--- src/rtl/core/breakpoint_table_assert.svh ---
// Assertion macros used by the breakpoint table datapath.
`ifndef BREAKPOINT_TABLE_ASSERT_SVH
`define BREAKPOINT_TABLE_ASSERT_SVH

// Check a condition at every clock edge outside reset.
`define BPT_ASSERT_ALWAYS(label, cond, msg) \
  label: assert property (@(posedge clk) disable iff (rst) (cond)) else $error(msg);

// Check that an antecedent implies a consequent in the following cycle.
`define BPT_ASSERT_NEXT(label, ante, cons, msg) \
  label: assert property (@(posedge clk) disable iff (rst) (ante) |=> (cons)) else $error(msg);

`endif

--- src/rtl/core/bpt_pkg.sv ---
// Shared types and constants for the breakpoint table.
`timescale 1ns / 1ps

package bpt_pkg;

  localparam int ENTRIES_DEFAULT = 16;
  localparam int ADDR_W          = 32;

  // Item kinds carried on the input tuser bit
  localparam logic KIND_UPDATE = 1'b0;
  localparam logic KIND_CHECK  = 1'b1;

  // Commands from the controller to the datapath
  typedef struct packed {
    logic load;   // latch the accepted word and restart the scan
    logic scan;   // issue a table read and advance the scan index
    logic apply;  // update the table and load the result register
  } cmd_t;

  // Status from the datapath to the controller
  typedef struct packed {
    logic last_read;  // scan index points at the final entry
    logic out_free;   // result register can take a new word
  } sts_t;

endpackage

--- src/rtl/core/bpt_ram.sv ---
// Generic simple dual-port RAM with registered read.
`timescale 1ns / 1ps

module bpt_ram #(
  parameter int WIDTH = 32,
  parameter int DEPTH = 16
) (
  input  logic                                   clk,
  input  logic                                   we,
  input  logic [(DEPTH > 1 ? $clog2(DEPTH) : 1)-1:0] waddr,
  input  logic [WIDTH-1:0]                       wdata,
  input  logic [(DEPTH > 1 ? $clog2(DEPTH) : 1)-1:0] raddr,
  output logic [WIDTH-1:0]                       rdata
);

  logic [WIDTH-1:0] mem [DEPTH];

  // Write port
  always_ff @(posedge clk) begin
    if (we) begin
      mem[waddr] <= wdata;
    end
  end

  // Registered read port
  always_ff @(posedge clk) begin
    rdata <= mem[raddr];
  end

endmodule

--- src/rtl/core/bpt_ctrl.sv ---
// Sequencer for the breakpoint table: accept, scan, drain, apply.
`timescale 1ns / 1ps

module bpt_ctrl
  import bpt_pkg::*;
(
  input  logic clk,
  input  logic rst,
  input  logic s_tvalid,
  output logic s_tready,
  output cmd_t cmd,
  input  sts_t sts
);

  localparam logic [1:0] ST_IDLE  = 2'd0;
  localparam logic [1:0] ST_SCAN  = 2'd1;
  localparam logic [1:0] ST_DRAIN = 2'd2;
  localparam logic [1:0] ST_APPLY = 2'd3;

  logic [1:0] state;
  logic [1:0] state_next;

  // Next state
  always_comb begin
    state_next = state;
    unique case (state)
      ST_IDLE: begin
        if (s_tvalid) begin
          state_next = ST_SCAN;
        end
      end
      ST_SCAN: begin
        if (sts.last_read) begin
          state_next = ST_DRAIN;
        end
      end
      ST_DRAIN: begin
        state_next = ST_APPLY;
      end
      ST_APPLY: begin
        if (sts.out_free) begin
          state_next = ST_IDLE;
        end
      end
      default: begin
        state_next = ST_IDLE;
      end
    endcase
  end

  always_ff @(posedge clk) begin
    if (rst) begin
      state <= ST_IDLE;
    end else begin
      state <= state_next;
    end
  end

  // Drive handshake and datapath commands
  assign s_tready  = (state == ST_IDLE);
  assign cmd.load  = (state == ST_IDLE) && s_tvalid;
  assign cmd.scan  = (state == ST_SCAN);
  assign cmd.apply = (state == ST_APPLY) && sts.out_free;

endmodule

--- src/rtl/core/bpt_datapath.sv ---
// Breakpoint table storage, scan compare, table update and result register.
`timescale 1ns / 1ps
`include "breakpoint_table_assert.svh"

module bpt_datapath
  import bpt_pkg::*;
#(
  parameter int ENTRIES = ENTRIES_DEFAULT
) (
  input  logic              clk,
  input  logic              rst,
  input  logic              cfg_we,
  input  logic              cfg_wdata,
  input  logic              in_kind,
  input  logic [ADDR_W-1:0] in_address,
  input  logic              in_enable,
  input  cmd_t              cmd,
  output sts_t              sts,
  output logic              m_tvalid,
  input  logic              m_tready,
  output logic [7:0]        m_tdata
);

  localparam int IDX_W = (ENTRIES > 1) ? $clog2(ENTRIES) : 1;
  localparam logic [IDX_W-1:0] LAST_IDX = IDX_W'(ENTRIES - 1);

  logic debug_en;

  // Latched item
  logic              kind;
  logic [ADDR_W-1:0] address;
  logic              enable;

  // Scan state
  logic [IDX_W-1:0]  cnt;
  logic              cmp_pend;
  logic [IDX_W-1:0]  cmp_idx;
  logic              match_found;
  logic [IDX_W-1:0]  match_idx;
  logic              free_found;
  logic [IDX_W-1:0]  free_idx;

  // Table state
  logic [ENTRIES-1:0] entry_valid;
  logic [ENTRIES-1:0] entry_skip;
  logic [ADDR_W-1:0]  rdata;

  // Result register
  logic out_valid;
  logic out_hit;
  logic out_notify;
  logic out_state;
  logic out_full;

  logic is_check;
  logic do_toggle;
  logic do_hit;
  logic do_remove;
  logic do_insert;
  logic do_full;
  logic cmp_valid;
  logic cmp_match;

  // Address storage, read once per scan step
  bpt_ram #(
    .WIDTH(ADDR_W),
    .DEPTH(ENTRIES)
  ) u_addr_ram (
    .clk  (clk),
    .we   (cmd.apply && do_insert),
    .waddr(free_idx),
    .wdata(address),
    .raddr(cnt),
    .rdata(rdata)
  );

  // Compare the entry read in the previous cycle
  assign cmp_valid = entry_valid[cmp_idx];
  assign cmp_match = cmp_pend && cmp_valid && (rdata == address);

  // Decide the outcome from the finished scan
  assign is_check  = (kind == KIND_CHECK);
  assign do_toggle = is_check && debug_en && match_found;
  assign do_hit    = do_toggle && !entry_skip[match_idx];
  assign do_remove = !is_check && !enable && match_found;
  assign do_insert = !is_check && enable && !match_found && free_found;
  assign do_full   = !is_check && enable && !match_found && !free_found;

  assign sts.last_read = (cnt == LAST_IDX);
  assign sts.out_free  = !out_valid || m_tready;

  // Control state
  always_ff @(posedge clk) begin
    if (rst) begin
      debug_en    <= 1'b0;
      cmp_pend    <= 1'b0;
      match_found <= 1'b0;
      free_found  <= 1'b0;
      entry_valid <= '0;
      out_valid   <= 1'b0;
    end else begin
      if (cfg_we) begin
        debug_en <= cfg_wdata;
      end
      cmp_pend <= cmd.scan;
      if (cmd.load) begin
        match_found <= 1'b0;
        free_found  <= 1'b0;
      end else if (cmp_pend) begin
        if (cmp_match) begin
          match_found <= 1'b1;
        end
        if (!cmp_valid) begin
          free_found <= 1'b1;
        end
      end
      if (cmd.apply && do_remove) begin
        entry_valid[match_idx] <= 1'b0;
      end
      if (cmd.apply && do_insert) begin
        entry_valid[free_idx] <= 1'b1;
      end
      if (cmd.apply) begin
        out_valid <= 1'b1;
      end else if (m_tready) begin
        out_valid <= 1'b0;
      end
    end
  end

  // Payload registers
  always_ff @(posedge clk) begin
    if (cmd.load) begin
      kind    <= in_kind;
      address <= in_address;
      enable  <= in_enable;
    end
    // Advance the read index through the table
    if (cmd.load) begin
      cnt <= '0;
    end else if (cmd.scan && !sts.last_read) begin
      cnt <= cnt + 1'b1;
    end
    if (cmd.scan) begin
      cmp_idx <= cnt;
    end
    if (cmp_match) begin
      match_idx <= cmp_idx;
    end
    // Keep the lowest free entry
    if (cmp_pend && !cmp_valid && !free_found) begin
      free_idx <= cmp_idx;
    end
    if (cmd.apply && do_toggle) begin
      entry_skip[match_idx] <= !entry_skip[match_idx];
    end
    if (cmd.apply && do_insert) begin
      entry_skip[free_idx] <= 1'b0;
    end
    if (cmd.apply) begin
      out_hit    <= do_hit;
      out_notify <= do_remove || do_insert;
      out_state  <= do_insert;
      out_full   <= do_full;
    end
  end

  assign m_tvalid = out_valid;
  assign m_tdata  = {4'b0000, out_full, out_state, out_notify, out_hit};

  `BPT_ASSERT_ALWAYS(a_one_outcome, !out_valid || !(out_hit && (out_notify || out_full)), "check result carries update flags")
  `BPT_ASSERT_ALWAYS(a_state_needs_notify, !out_valid || !out_state || out_notify, "notify_state set without notify")
  `BPT_ASSERT_NEXT(a_insert_valid, cmd.apply && do_insert, entry_valid[$past(free_idx)], "inserted entry not marked valid")

endmodule

--- src/rtl/core/breakpoint_table.sv ---
// Top level of the breakpoint table: controller, datapath and port packing.
`timescale 1ns / 1ps

// Breakpoint table with a skip-once flag per entry. An update word
// (tuser 0) sets or clears the breakpoint at tdata[31:0] according to
// tdata[32]; a check word (tuser 1) looks the address up and, while
// debugging is enabled, toggles the skip flag of the matching entry and
// hits only if that flag was clear. Every input word yields exactly one
// result word. The lookup walks the table one entry per cycle through
// the single read port of the address RAM, followed by a final compare
// step and an update step. A new word is accepted only once the
// controller is back in idle after the update step, not while a word
// is still in the scan. The next word is accepted while a result still
// waits on the output side; its update step then stalls until the
// waiting result is taken.
// Occupancy flags sit in flip-flops cleared by reset, so there is no
// clearing pass. Write debug_enabled only while the block is idle.
module breakpoint_table
  import bpt_pkg::*;
#(
  parameter int ENTRIES = ENTRIES_DEFAULT
) (
  input  logic        clk,
  input  logic        rst,
  input  logic        cfg_we,
  input  logic        cfg_wdata,
  input  logic        s_tvalid,
  output logic        s_tready,
  input  logic [39:0] s_tdata,   // [31:0] address, [32] enable, [39:33] zero
  input  logic        s_tuser,   // [0] kind
  output logic        m_tvalid,
  input  logic        m_tready,
  output logic [7:0]  m_tdata    // [0] hit, [1] notify, [2] notify_state,
                                 // [3] table_full, [7:4] zero
);

  cmd_t cmd;
  sts_t sts;

  // Sequence each word through the scan
  bpt_ctrl u_ctrl (
    .clk     (clk),
    .rst     (rst),
    .s_tvalid(s_tvalid),
    .s_tready(s_tready),
    .cmd     (cmd),
    .sts     (sts)
  );

  // Hold the table and build results
  bpt_datapath #(
    .ENTRIES(ENTRIES)
  ) u_datapath (
    .clk       (clk),
    .rst       (rst),
    .cfg_we    (cfg_we),
    .cfg_wdata (cfg_wdata),
    .in_kind   (s_tuser),
    .in_address(s_tdata[ADDR_W-1:0]),
    .in_enable (s_tdata[ADDR_W]),
    .cmd       (cmd),
    .sts       (sts),
    .m_tvalid  (m_tvalid),
    .m_tready  (m_tready),
    .m_tdata   (m_tdata)
  );

endmodule
--- config.mk ---
export PLATFORM = sky130hd
export DESIGN_NAME = breakpoint_table
export DESIGN_NICKNAME = d
export VERILOG_FILES = /design/src/rtl/core/bpt_pkg.sv /design/src/rtl/core/bpt_ram.sv /design/src/rtl/core/bpt_ctrl.sv /design/src/rtl/core/bpt_datapath.sv /design/src/rtl/core/breakpoint_table.sv
export VERILOG_INCLUDE_DIRS = /design/src /design/src/rtl/core
export SDC_FILE = /design/constraint.sdc
export NUM_CORES = 1
export LEC_CHECK = 0
export BUFFER_PORTS_ARGS = -buffer_cell sky130_fd_sc_hd__buf_2
export CAP_MARGIN = 10
export CORE_ASPECT_RATIO = 0.9
export CORE_UTILIZATION = 47
export DETAILED_ROUTE_END_ITERATION = 8
export PLACE_DENSITY = 0.66
export SETUP_SLACK_MARGIN = 0.2
export SKIP_LAST_GASP = 1
export SLEW_MARGIN = 20
export SYNTH_ARGS = -nofsm -noshare
export SYNTH_HDL_FRONTEND = slang
export SYNTH_HIERARCHICAL = 1
export SYNTH_SLANG_ARGS = --single-unit
--- constraint.sdc ---
create_clock -name clk -period 9.35 [get_ports clk]
set_clock_uncertainty 0.05 [all_clocks]
set_input_delay 0.935 -clock clk [delete_from_list [all_inputs] [get_ports clk]]
set_output_delay 0.935 -clock clk [all_outputs]
set_load 0.02 [all_outputs]
Word-level counts from Yosys, hierarchy flattened
Memory sizes are Yosys's and may differ from the RTL's. A register that Yosys moved wholly into a read port is not among the register bits.
Cells that the tools add are included.
- memories: 1
- bits of input ports: 47
- output and inout port bits: 10
- bits in registers: 93
- bits in writable memories: 512
- memory list (memory ; depth ; width ; read ports ; clocked after memory_dff ; wr ports ; RTL line ; source):
    u_datapath.u_addr_ram.mem ; 16 ; 32 ; 1 ; 1 ; 1 ; bpt_ram.sv:16 ; logic [WIDTH-1:0] mem [DEPTH];
- eq/ne operators: 8
- bitwise gates (word level): 6
- reductions and logical operators: 37
- $add $sub $neg: 1
- multiplexer cells: 22
- $lt $le $gt $ge: 5
- operators by type and width (cell ; count):
    $mux 16 ; 5
    $and 16x16->16 ; 2
    $eq 32x32->1 ; 1
    $not 16->16 ; 2
    $logic_and 1x1->1 ; 21
    $bwmux 16 ; 1
    $or 16x16->16 ; 1
    $lt 4x5->1 const B ; 3
    $bmux 1 s4 ; 2
    $demux 1 s4 ; 2
    $ge 4x1->1 const B ; 2
    $logic_not 1->1 ; 8
    $mux 1 ; 8
    $pmux 2 s4 ; 1
    $mux 2 ; 3
    $add 4x1->4 const B ; 1
    $eq 2x2->1 const B ; 2
    $eq 4x4->1 const B ; 1
    $ne 2x2->1 const B ; 2
    $reduce_and 2->1 ; 2
    $reduce_and 3->1 ; 1
    $eq 2x1->1 const B ; 1
    $logic_not 2->1 ; 1
    $logic_or 1x1->1 ; 2
    other kinds (4) ; 4

Logic depth before layout (Yosys ltp)
Gate-level depths: netlist (run 1).
- word-level depth: 10
- depth in mapped cells: 7
- mapped depth without buffers: 7

By module
Netlist (run 1), hierarchy kept.
- by module, submodules not included (module ; area an instance (um2) ; sequential area each (um2) ; times used ; cells each):
    bpt_ram ; 19835.3 ; 16015.4 ; 1 ; 838
    bpt_datapath ; 4165.2 ; 2482.4 ; 1 ; 343
    bpt_ctrl ; 171.4 ; 40.0 ; 1 ; 19

Least setup slack after synthesis (run 1)
No wires, ideal clock.
- path type: input to register
- from: input port m_tready
- to: memory u_datapath.u_addr_ram.mem[0][0] (enable)
- slack: 4.317 ns
- data arrival time: 4.522 ns
- path buffers: 1
- stages on the path: 7
- data required time: 8.839 ns
- cell sequence: nand2b_1 > and2_1 > nand2_1 > inv_2 > clkbuf_1 > or3b_2 > nor3_1
- RTL lines (element ; RTL line ; source):
    start: declaration ; breakpoint_table.sv:32 ; input logic m_tready,
    end: declaration ; bpt_ram.sv:16 ;

==> results_dict.tcl, run 1 <==
set metrics [dict create \
    ys_types 49 \
    final_nets 1326 \
    cp_top_family "simple AND/OR/NAND/NOR gates" \
    synth-async-reset-ratio_pct 0 \
    avgSynthCellArea_um2 20.1 \
    syn_area_mm2 0.0242 \
    cp_cell_sequence "buf_2 -> nand2b_1 -> and2_1 -> nand2_1 -> inv_2 -> nand3b_1 -> nor3_2 -> buf_4" \
    required_ns 9.51 \
    setup_tns_ns 0 \
    cp_max_fo 24 \
    p_int_uw 5190 \
    io_pins 57 \
    post-route-util_pct 53.9 \
    leakage_uw 0.00850 \
    crit_buf_inv 3 \
    critPathLaunchType "input port" \
    worstHoldStart "u_datapath/entry_valid[11]$_SDFF_PP0_" \
    die_h_um 217 \
    synth-simple-area-share_pct 3.36 \
    cts_sinks 637 \
    cts_hold_buf 0 \
    cts_root_buffer "clkbuf_16" \
    die_x_um 241 \
    first_iter_violations 957 \
    post_cts_buffers 0 \
    first_pass_iters 5 \
    p_sw_uw 1640 \
    synth_top_area_share_pct 71.8 \
    tritoncts "yes" \
    reg2reg_to "u_datapath/u_addr_ram/mem[8][28]$_DFFE_PP_" \
    rrSetupSlack_ns 5.16 \
    die-area_mm2 0.0523 \
    path_clk_slew_ns 0.06 \
    fin_crit_sh_pct 44.9 \
    start_util_pct 47.8 \
    synth_ff_type "edfxtp_1" \
    grt_max_degree 70 \
    synth_area_leaders "edfxtp_1, mux4_2, dfxtp_1, a22oi_1, xnor2_1" \
    status "finished clean" \
    synth_area_leader_cell "edfxtp_1" \
    rows 78 \
    syn_to_final_growth_pct 12.7 \
    relSlewSlack_pct 26.8 \
    insertion_delay_ns 0.58 \
    swShare_pct 23.9 \
    cts.htree.levels 3 \
    cp_slowest_cell "nor3_2" \
    place_congestion 0.821 \
    core_area_mm2 0.0506 \
    port_buffers 45 \
    cts-resized-gates 0 \
    hold_path.class "reg2reg" \
    tightest_slew_ns 1.09 \
    drcViolationCount 0 \
    crit_type "in2reg" \
    p_per_area_mw_per_mm2 251 \
    layout_common_cells "edfxtp_1, mux4_2, a22oi_1, clkbuf_16, dfxtp_1" \
    synth_mux_area_share_pct 13.1 \
    synth_fa_ha_area_share_pct 0.259 \
    layout-drive-gt1-share_pct 24.5 \
    worstPathArrival_ns 4.36 \
    diodes 0 \
    rsz0062_at_grt "no" \
    synth-xor-area-share_pct 1.23 \
    drv_slew 0 \
    seqPwrFrac_pct 53.2 \
    max_clock_freq_mhz 238 \
    p_clk_share_pct 35.6 \
    min_to "u_datapath/entry_valid[11]$_SDFF_PP0_" \
    synth_compound_area_share_pct 3.93 \
    wire_per_inst_um 24.9 \
    hold_viol_final 0 \
    via_per_inst 5.81 \
    min_path_cells 2 \
    grt_pass1_vias 11900 \
    critPathLaunch "m_tready" \
    r2r_start "u_ctrl/state[0]$_SDFFE_PP0P_" \
    syn_inst 1200 \
    dpl.hpwl_mm 25.7 \
    grt-ovfl-total 0 \
    grt_antenna_before_repair 0 \
    ant_nets 0 \
    period_minus_slack_ns 4.20 \
    max-vdd-ir-drop_mv 0.217 \
    wirelength_mm 49.8 \
    synth_seq_cells 637 \
    combPwrFrac_pct 11.2 \
    final_common_cell "edfxtp_1" \
    max_cap_violations 0 \
    cts.path.max_buffers 3 \
    grt.total_usage_pct 19.8 \
    synth-edff-count 578 \
    synth_seq_area_share_pct 76.7 \
    reg2reg_depth 7 \
    synth_top_family_by_area "multiplexers" \
    yosys_warnings 6 \
    whs_ns 0.432 \
    cp-end-kind "flop" \
    cts_buffers 66 \
    setup_viol 0 \
    slowest_delay_ns 0.92 \
    vias 11600 \
    grt_first_pass_wirelength_mm 75.2 \
]
-- how the worst max path moves through the flow --
| stage | endpoint | cells after the start |
|---|---|---|
| 3_5_place_dp | u_datapath/u_addr_ram/mem[8][29]$_DFFE_PP_ | 8 |
| 2_1_floorplan | u_datapath/u_addr_ram/mem[0][0]$_DFFE_PP_ | 7 |
| 6_report | u_datapath/u_addr_ram/mem[8][28]$_DFFE_PP_ | 8 |
| 5_1_grt | u_datapath/u_addr_ram/mem[8][30]$_DFFE_PP_ | 7 |
| 3_3_place_gp | u_datapath/u_addr_ram/mem[8][29]$_DFFE_PP_ | 8 |
| 4_1_cts | u_datapath/u_addr_ram/mem[8][15]$_DFFE_PP_ | 7 |
-- routing by layer --
metal,up-vias,GRT usage [%],wire length (µm)
met5,-,0,0
li1,5060,-,-
met3,64,3.13,2820
met4,0,4.73,862
met1,6138,27.8,21500
met2,387,32.7,24700
-- final cells by class --
type                       instances  area [µm²]
clock buffer                      96        1900
clock inverter                    22         106
fill                            3941       23300
inverter                           7        26.3
multi-input combinational        494        5430
sequential                       637       18500
tap                              680         851
timing repair buffer              68         398
-- worst reg2reg max path, cell delays in order (launching register included) --
cell and delay, ns:
dfxtp_1 0.38, ha_1 0.18, and2_1 0.31, nand2_1 0.47
inv_2 0.50, nand3b_1 0.36, nor3_2 0.92, buf_4 0.63
-- state kept, by name, summed over array words and instances, names as in the netlist, 2 cells and up, named ones only --
name	count
u_datapath/free_idx	4
u_datapath/u_addr_ram/mem	512
u_datapath/match_idx	4
u_datapath/cnt	4
u_datapath/u_addr_ram/rdata	32
u_datapath/cmp_idx	4
u_datapath/address	32
u_datapath/entry_valid	16
u_ctrl/state	2
-- synth_stat cells (all sizes together), types with 4 or more instances --
master / number
buf: 36
or2: 4
xnor2: 32
a21boi: 4
mux4: 136
dfxtp: 59
nor2: 30
clkbuf: 29
inv: 7
a21oi: 29
nand3b: 5
edfxtp: 578
nand2: 53
nand4: 10
mux2i: 7
nor3: 9
o21ai: 32
nor2b: 9
nand3: 11
nand2b: 12
a22oi: 75
ha: 5
-- power by group through the flow --
| stage | clock network, µW | registers, µW | logic (µW) |
|---|---|---|---|
| after CTS | 2480 | 3640 | 783 |
| after detailed placement | 0 | 3700 | 780 |
| after global placement | 0 | 3680 | 776 |
| after floorplan | 0 | 3560 | 665 |
| final | 2430 | 3630 | 767 |
| after global routing | 2590 | 3670 | 831 |
-- per-stage QoR --
stage / total power [µW] / instance area [µm²] / instances / worst slack, ns
after floorplan: 4230 / 24200 / 1203 / 4.32
after global placement: 4460 / 25200 / 1886 / 4.66
after detailed placement: 4480 / 25200 / 1886 / 4.54
after CTS: 6900 / 27300 / 2004 / 5.12
after global routing: 7100 / 27300 / 2004 / 4.89
final: 6830 / 27300 / 2004 / 5.15
-- cells by family (layout without fill, tap and decap cells) --
kind of cell | count (synthesis) | in the layout
XOR/XNOR | 34 | 34
buffers and inverters | 72 | 193
adder cells (fa/ha/maj) | 5 | 5
AO/OA/AOI/OAI | 147 | 147
flip-flops | 637 | 637
AND/OR/NAND/NOR | 159 | 159
multiplexers | 145 | 145
other | 1 | 4
(Power assumes the default switching activity.)
==> inputs of run 2 (changes only) <==
- ABC_AREA: not set -> 1
- clock period: 9.35 -> 3.94 ns (I/O delays scaled with it)
==> run 2 against run 1 <==
  * Power grew to 2.7 times the previous value
  * Design area grew 14%
  * Core utilization shrank 0.69 points
  * First-iteration DRC count grew 81%
  * Sequential share of layout area shrank 8.4 points
  * Hold slack lost 0.36 ns
  * Highest routed layer unchanged
  * Critical path depth grew 1
  * Clock-buffer cell count shrank 5
  * Sequential cell count is the same
  * Die area grew 15%
  * Combinational power grew to 5.5 times the previous value
==> results_dict.tcl, run 2 <==
set metrics [dict create \
    die-area_mm2 0.0600 \
    setup_viol 0 \
    tritoncts "yes" \
    path_clk_slew_ns 0.06 \
    synth_ff_type "edfxtp_1" \
    critPathLaunchType "flop" \
    p_clk_share_pct 31.6 \
    cts_buffers 66 \
    grt-ovfl-total 0 \
    grt.total_usage_pct 22.8 \
    swShare_pct 32.0 \
    vias 18800 \
    rsz0062_at_grt "no" \
    cts-resized-gates 0 \
    synth-xor-area-share_pct 0.221 \
    synth-async-reset-ratio_pct 0 \
    syn_to_final_growth_pct 12.0 \
    leakage_uw 0.0132 \
    grt_max_degree 145 \
    die_h_um 233 \
    synth-edff-count 578 \
    grt_pass1_vias 18000 \
    hold_viol_final 0 \
    largest_register_ff_count 512 \
    ant_nets 0 \
    port_buffers 45 \
    max-vdd-ir-drop_mv 0.449 \
    seqPwrFrac_pct 45.9 \
    reg_top3 "u_datapath/u_addr_ram/mem: 512 flops, u_datapath/address: 32 flops, u_datapath/u_addr_ram/rdata: 32 flops" \
    cts.htree.levels 3 \
    final_cells 3650 \
    layout_common_cells "nand2_1, edfxtp_1, inv_1, nand3_1, clkbuf_16" \
    avgSynthCellArea_um2 10.1 \
    drv_slew 0 \
    hold_path.class "in2reg" \
    max_clock_freq_mhz 337 \
    cts_hold_buf 36 \
    dp_slack_ns 0.937 \
    post_cts_buffers 0 \
    synth-simple-area-share_pct 21.9 \
    period_minus_slack_ns 2.97 \
    wirelength_mm 67.9 \
    first_pass_iters 5 \
    synth_seq_cells 637 \
    die_x_um 258 \
    drcViolationCount 0 \
    diodes 0 \
    yosys-top-cells-count "nand2_1, edfxtp_1, inv_1, nand3_1, nor2_1" \
    cp_slowest_cell "nor2_4" \
    combPwrFrac_pct 22.5 \
    cts_root_buffer "clkbuf_16" \
    yosys_warnings 6 \
    setup_tns_ns 0 \
    synth_compound_area_share_pct 1.26 \
    status "finished clean" \
    tightest_slew_ns 1.08 \
    layout-drive-gt1-share_pct 8.24 \
    synth_mux_area_share_pct 0 \
    fillers 5009 \
    p_per_area_mw_per_mm2 601 \
    critPathMostFrequentCell "nand2_1" \
    first_iter_violations 1733 \
    cp-end-kind "flop" \
    relSlewSlack_pct 27.9 \
    crit_type "reg2reg" \
    wire_per_inst_um 18.6 \
    post-route-util_pct 53.2 \
    insertion_delay_ns 0.60 \
    final_nets 2883 \
    required_ns 4.20 \
    dp.cells 3501 \
    syn_area_mm2 0.0278 \
    cts_sinks 637 \
    synth_top_family_by_area "simple AND/OR/NAND/NOR gates" \
    cts.path.max_buffers 3 \
    max_cap_violations 0 \
    core_area_mm2 0.0584 \
    synth_top_area_share_pct 62.5 \
    rows 84 \
    p_int_uw 12700 \
    syn_inst 2759 \
    start_util_pct 47.5 \
    cp_max_fo 22 \
    grt_first_pass_wirelength_mm 104 \
    p_sw_uw 5980 \
    synth_area_leader_cell "edfxtp_1" \
    worstPathArrival_ns 3.23 \
    synth_fa_ha_area_share_pct 0.225 \
    via_per_inst 5.15 \
    final_common_cell "nand2_1" \
    slowest_delay_ns 0.76 \
    synth_most_common_cell "nand2_1" \
    place_congestion 0.903 \
    top_register "u_datapath/u_addr_ram/mem" \
    grt_antenna_before_repair 0 \
    dpl.hpwl_mm 38.3 \
    ys_types 34 \
    io_pins 57 \
    synth_seq_area_share_pct 66.8 \
    setup_slack_ns 0.972 \
    cp_cell_sequence "ha_1 -> nand2_1 -> inv_1 -> nand2_1 -> buf_4 -> clkinv_1 -> nand2_1 -> nor2_4 -> buf_4" \
    synth_area_leaders "edfxtp_1, nand2_1, nand3_1, inv_1, dfxtp_1" \
    fin_crit_sh_pct 75.3 \
]
-- run 2: changes by cell type in the layout (fill, tap and decap cells not counted), moves of 36 or more --
| cell | delta |
|---|---|
| dlygate4sd3_1 | +36 |
| nand2_1 | +824 |
| inv_1 | +481 |
| nand3_1 | +411 |
| a22oi_1 | -67 |
| mux4_2 | -136 |
| nor2_1 | +48 |
-- run 2: critical path, delay by kind of cell, from the launching register on --
kind	cells	cell delay, ns
flops	1	0.37
simple gates	4	1.17
buf+inv	4	0.90
fa+ha+maj	1	0.18
-- run 2: worst paths after layout --
check,from,end,slack [ns],cells after the start
max,u_ctrl/state[0]$_SDFFE_PP0P_,u_datapath/u_addr_ram/mem[2][21]$_DFFE_PP_,0.97,9
min,m_tready,u_datapath/m_tvalid$_SDFFE_PP0P_,0.07,4
max reg2reg,u_ctrl/state[0]$_SDFFE_PP0P_,u_datapath/u_addr_ram/mem[2][21]$_DFFE_PP_,0.97,9
min reg2reg,u_datapath/entry_valid[10]$_SDFF_PP0_,u_datapath/entry_valid[10]$_SDFF_PP0_,0.42,2
-- run 2: power groups by stage --
stage | logic [µW] | registers, µW | clock network (µW)
2_1_floorplan | 3290 | 8410 | 0
3_3_place_gp | 4050 | 8690 | 0
3_5_place_dp | 4130 | 8700 | 0
4_1_cts | 4190 | 8570 | 6000
5_1_grt | 4680 | 8630 | 6260
6_report | 4200 | 8570 | 5910
-- run 2: cells by family after synthesis --
family,after synthesis
simple gates,1436
compound gates,57
xor+xnor,7
flops,637
other cells,1
buf+inv,616
fa+ha+maj,5
-- run 2: cell type report --
type	instances	area (µm²)	share of cell area, %
Sequential cell	637	18500	59.6
Multi-Input combinational cell	1509	6680	21.5
Clock buffer	91	1870	6.02
Inverter	494	1870	6.00
Timing Repair Buffer	123	1000	3.22
Tap cell	774	968	3.11
Clock inverter	22	163	0.523
-- run 2: layer usage --
metal	vias to the layer above	share of wire (%)	routed length (µm)	GRT usage, %
li1	9018	-	-	-
met1	8928	42	28800	32.1
met2	753	47	32000	37.1
met3	110	8.2	5540	2.86
met4	0	2.3	1530	7.25
met5	-	0	0	0
-- run 2: stage by stage --
step | hold slack, ns | instance area, µm² | total power (µW)
2_1_floorplan | 0.389 | 27800 | 11700
3_3_place_gp | 0.402 | 28700 | 12700
3_5_place_dp | 0.411 | 28700 | 12800
4_1_cts | 0.0521 | 31100 | 18800
5_1_grt | 0.0937 | 31100 | 19600
6_report | 0.0702 | 31100 | 18700
==> inputs of run 3 (changes only) <==
- PLACE_DENSITY: 0.66 -> 0.68
- clock period: 3.94 -> 2.54 ns (I/O delays scaled with it)
==> run 3 against run 2 <==
  * Cell count is 1.4% higher
  * Die area stayed put
  * Critical path depth is 1 lower
  * Via count is 1.9% higher
  * Setup slack worse by 0.65 ns
==> results_dict.tcl, run 3 (synthesis gave the netlist of run 2 again) <==
set metrics [dict create \
    die_h_um 233 \
    top_register "u_datapath/u_addr_ram/mem" \
    via_per_inst 5.18 \
    grt_first_pass_wirelength_mm 104 \
    max-vdd-ir-drop_mv 0.929 \
    syn_to_final_growth_pct 14.4 \
    critPathLaunch "u_datapath/is_check$_DFFE_PP_" \
    largest_register_ff_count 512 \
    cts.path.max_buffers 3 \
    layout-drive-gt1-share_pct 9.71 \
    grt_pass1_vias 18000 \
    dpl.hpwl_mm 38.2 \
    setup_tns_ns 0 \
    ant_nets 0 \
    vias 19200 \
    first_iter_violations 1945 \
    leakage_uw 0.0136 \
    path_clk_slew_ns 0.06 \
    final_nets 2927 \
    cp_max_fo 12 \
    worstPathArrival_ns 2.43 \
    tritoncts "yes" \
    setup_viol 0 \
    grt_max_degree 160 \
    start_util_pct 47.5 \
    grt_antenna_before_repair 0 \
    insertion_delay_ns 0.59 \
    wirelength_mm 68.4 \
    place_congestion 0.910 \
    max_clock_freq_mhz 450 \
    io_pins 57 \
    status "finished clean" \
    max_cap_violations 0 \
    cts_buffers 67 \
    layout_common_cells "nand2_1, edfxtp_1, inv_1, nand3_1, clkbuf_16" \
    hold_viol_final 0 \
    critPathLaunchType "flop" \
    rsz0062_at_grt "no" \
    core_area_mm2 0.0584 \
    final_common_cell "nand2_1" \
    rrSetupSlack_ns 0.32 \
    cts_sinks 637 \
    tightest_slew_ns 0.941 \
    fin_crit_sh_pct 87.5 \
    power_uw 29600 \
    cp-end-kind "flop" \
    rows 84 \
    hold_path.class "in2reg" \
    worstHoldStart "s_tvalid" \
    grt.total_usage_pct 22.8 \
    drcViolationCount 0 \
    wire_per_inst_um 18.5 \
    first_pass_iters 5 \
    cts.htree.levels 3 \
    post_cts_buffers 0 \
    drv_slew 0 \
    die-area_mm2 0.0600 \
    grt-ovfl-total 0 \
    fillers 4864 \
    die_x_um 258 \
    period_minus_slack_ns 2.22 \
    dp_slack_ns 0.332 \
    cts_root_buffer "clkbuf_16" \
    relSlewSlack_pct 37.3 \
    required_ns 2.75 \
    setup_slack_ns 0.318 \
    r2r_start "u_datapath/is_check$_DFFE_PP_" \
    crit_type "reg2reg" \
    port_buffers 45 \
    diodes 0 \
    reg_top3 "u_datapath/u_addr_ram/mem: 512 flops, u_datapath/address: 32 flops, u_datapath/u_addr_ram/rdata: 32 flops" \
    p_per_area_mw_per_mm2 932 \
]
[run 3: cell count changes in the layout (fill, tap and decap cells not counted), moves of 2 or more]
| cell | before | now |
|---|---|---|
| inv_6 | 4 | 1 |
| buf_4 | 34 | 56 |
| dlygate4sd3_1 | 36 | 38 |
| bufinv_16 | 2 | 4 |
| buf_12 | 8 | 27 |
| clkinv_2 | 10 | 13 |
| clkinvlp_4 | 0 | 3 |
[run 3: what timing repair did]
item / in CTS / in global routing
endpoints found under the hold margin: 38 / 0
hold buffers: 38 / 0
resized for setup: 0 / 0
[run 3: power breakdown]
part	total [µW]	internal [µW]	leakage, µW	switching, µW
logic	7150	2180	0.00677	4970
clock network	9520	5570	0.00104	3950
registers	12900	12400	0.00574	531
total	29600	20100	0.0136	9450
[run 3: worst paths after layout]
kind | to | cells past startpoint
max reg2reg | u_datapath/u_addr_ram/mem[9][4]$_DFFE_PP_ | 8
min reg2reg | u_datapath/entry_valid[8]$_SDFF_PP0_ | 2
max | u_datapath/u_addr_ram/mem[9][4]$_DFFE_PP_ | 8
min | u_ctrl/state[0]$_SDFFE_PP0P_ | 6
[run 3: worst max-delay path: stages (launching register included)]
cell and delay (ns):
edfxtp_1 0.38, inv_1 0.10, nand3_1 0.11, nor2_2 0.13, nand2_1 0.09, clkinv_1 0.15
nand3b_1 0.33, nor2_4 0.23, buf_4 0.30
[run 3: final cells by class]
class / instances / area, µm² / share of cell area (%)
inverter: 494 / 1860 / 5.87
clock buffer: 91 / 1870 / 5.89
multi-input combinational: 1509 / 6680 / 21.0
clock inverter: 29 / 254 / 0.800
timing repair buffer: 166 / 1570 / 4.93
tap: 774 / 968 / 3.05
sequential: 637 / 18500 / 58.4
[run 3: through the flow]
step / instance area (µm²) / util, % / cells / hold WS, ns
finish: 31800 / 54.3 / 3700 / 0.0821
global route: 31800 / 54.3 / 3700 / 0.135
CTS: 31800 / 54.3 / 3700 / 0.0476
detailed placement: 29200 / 50.0 / 3542 / 0.382
global placement: 29200 / 50.0 / 3542 / 0.380
floorplan: 27800 / - / 2762 / 0.298
[run 3: metal layers]
metal,vias up,track usage [%],part of all wire [%]
met5,-,0,0
met4,0,9.12,3.0
met3,129,3.24,8.0
met2,806,37.9,48
met1,9128,30.3,41
li1,9110,-,-
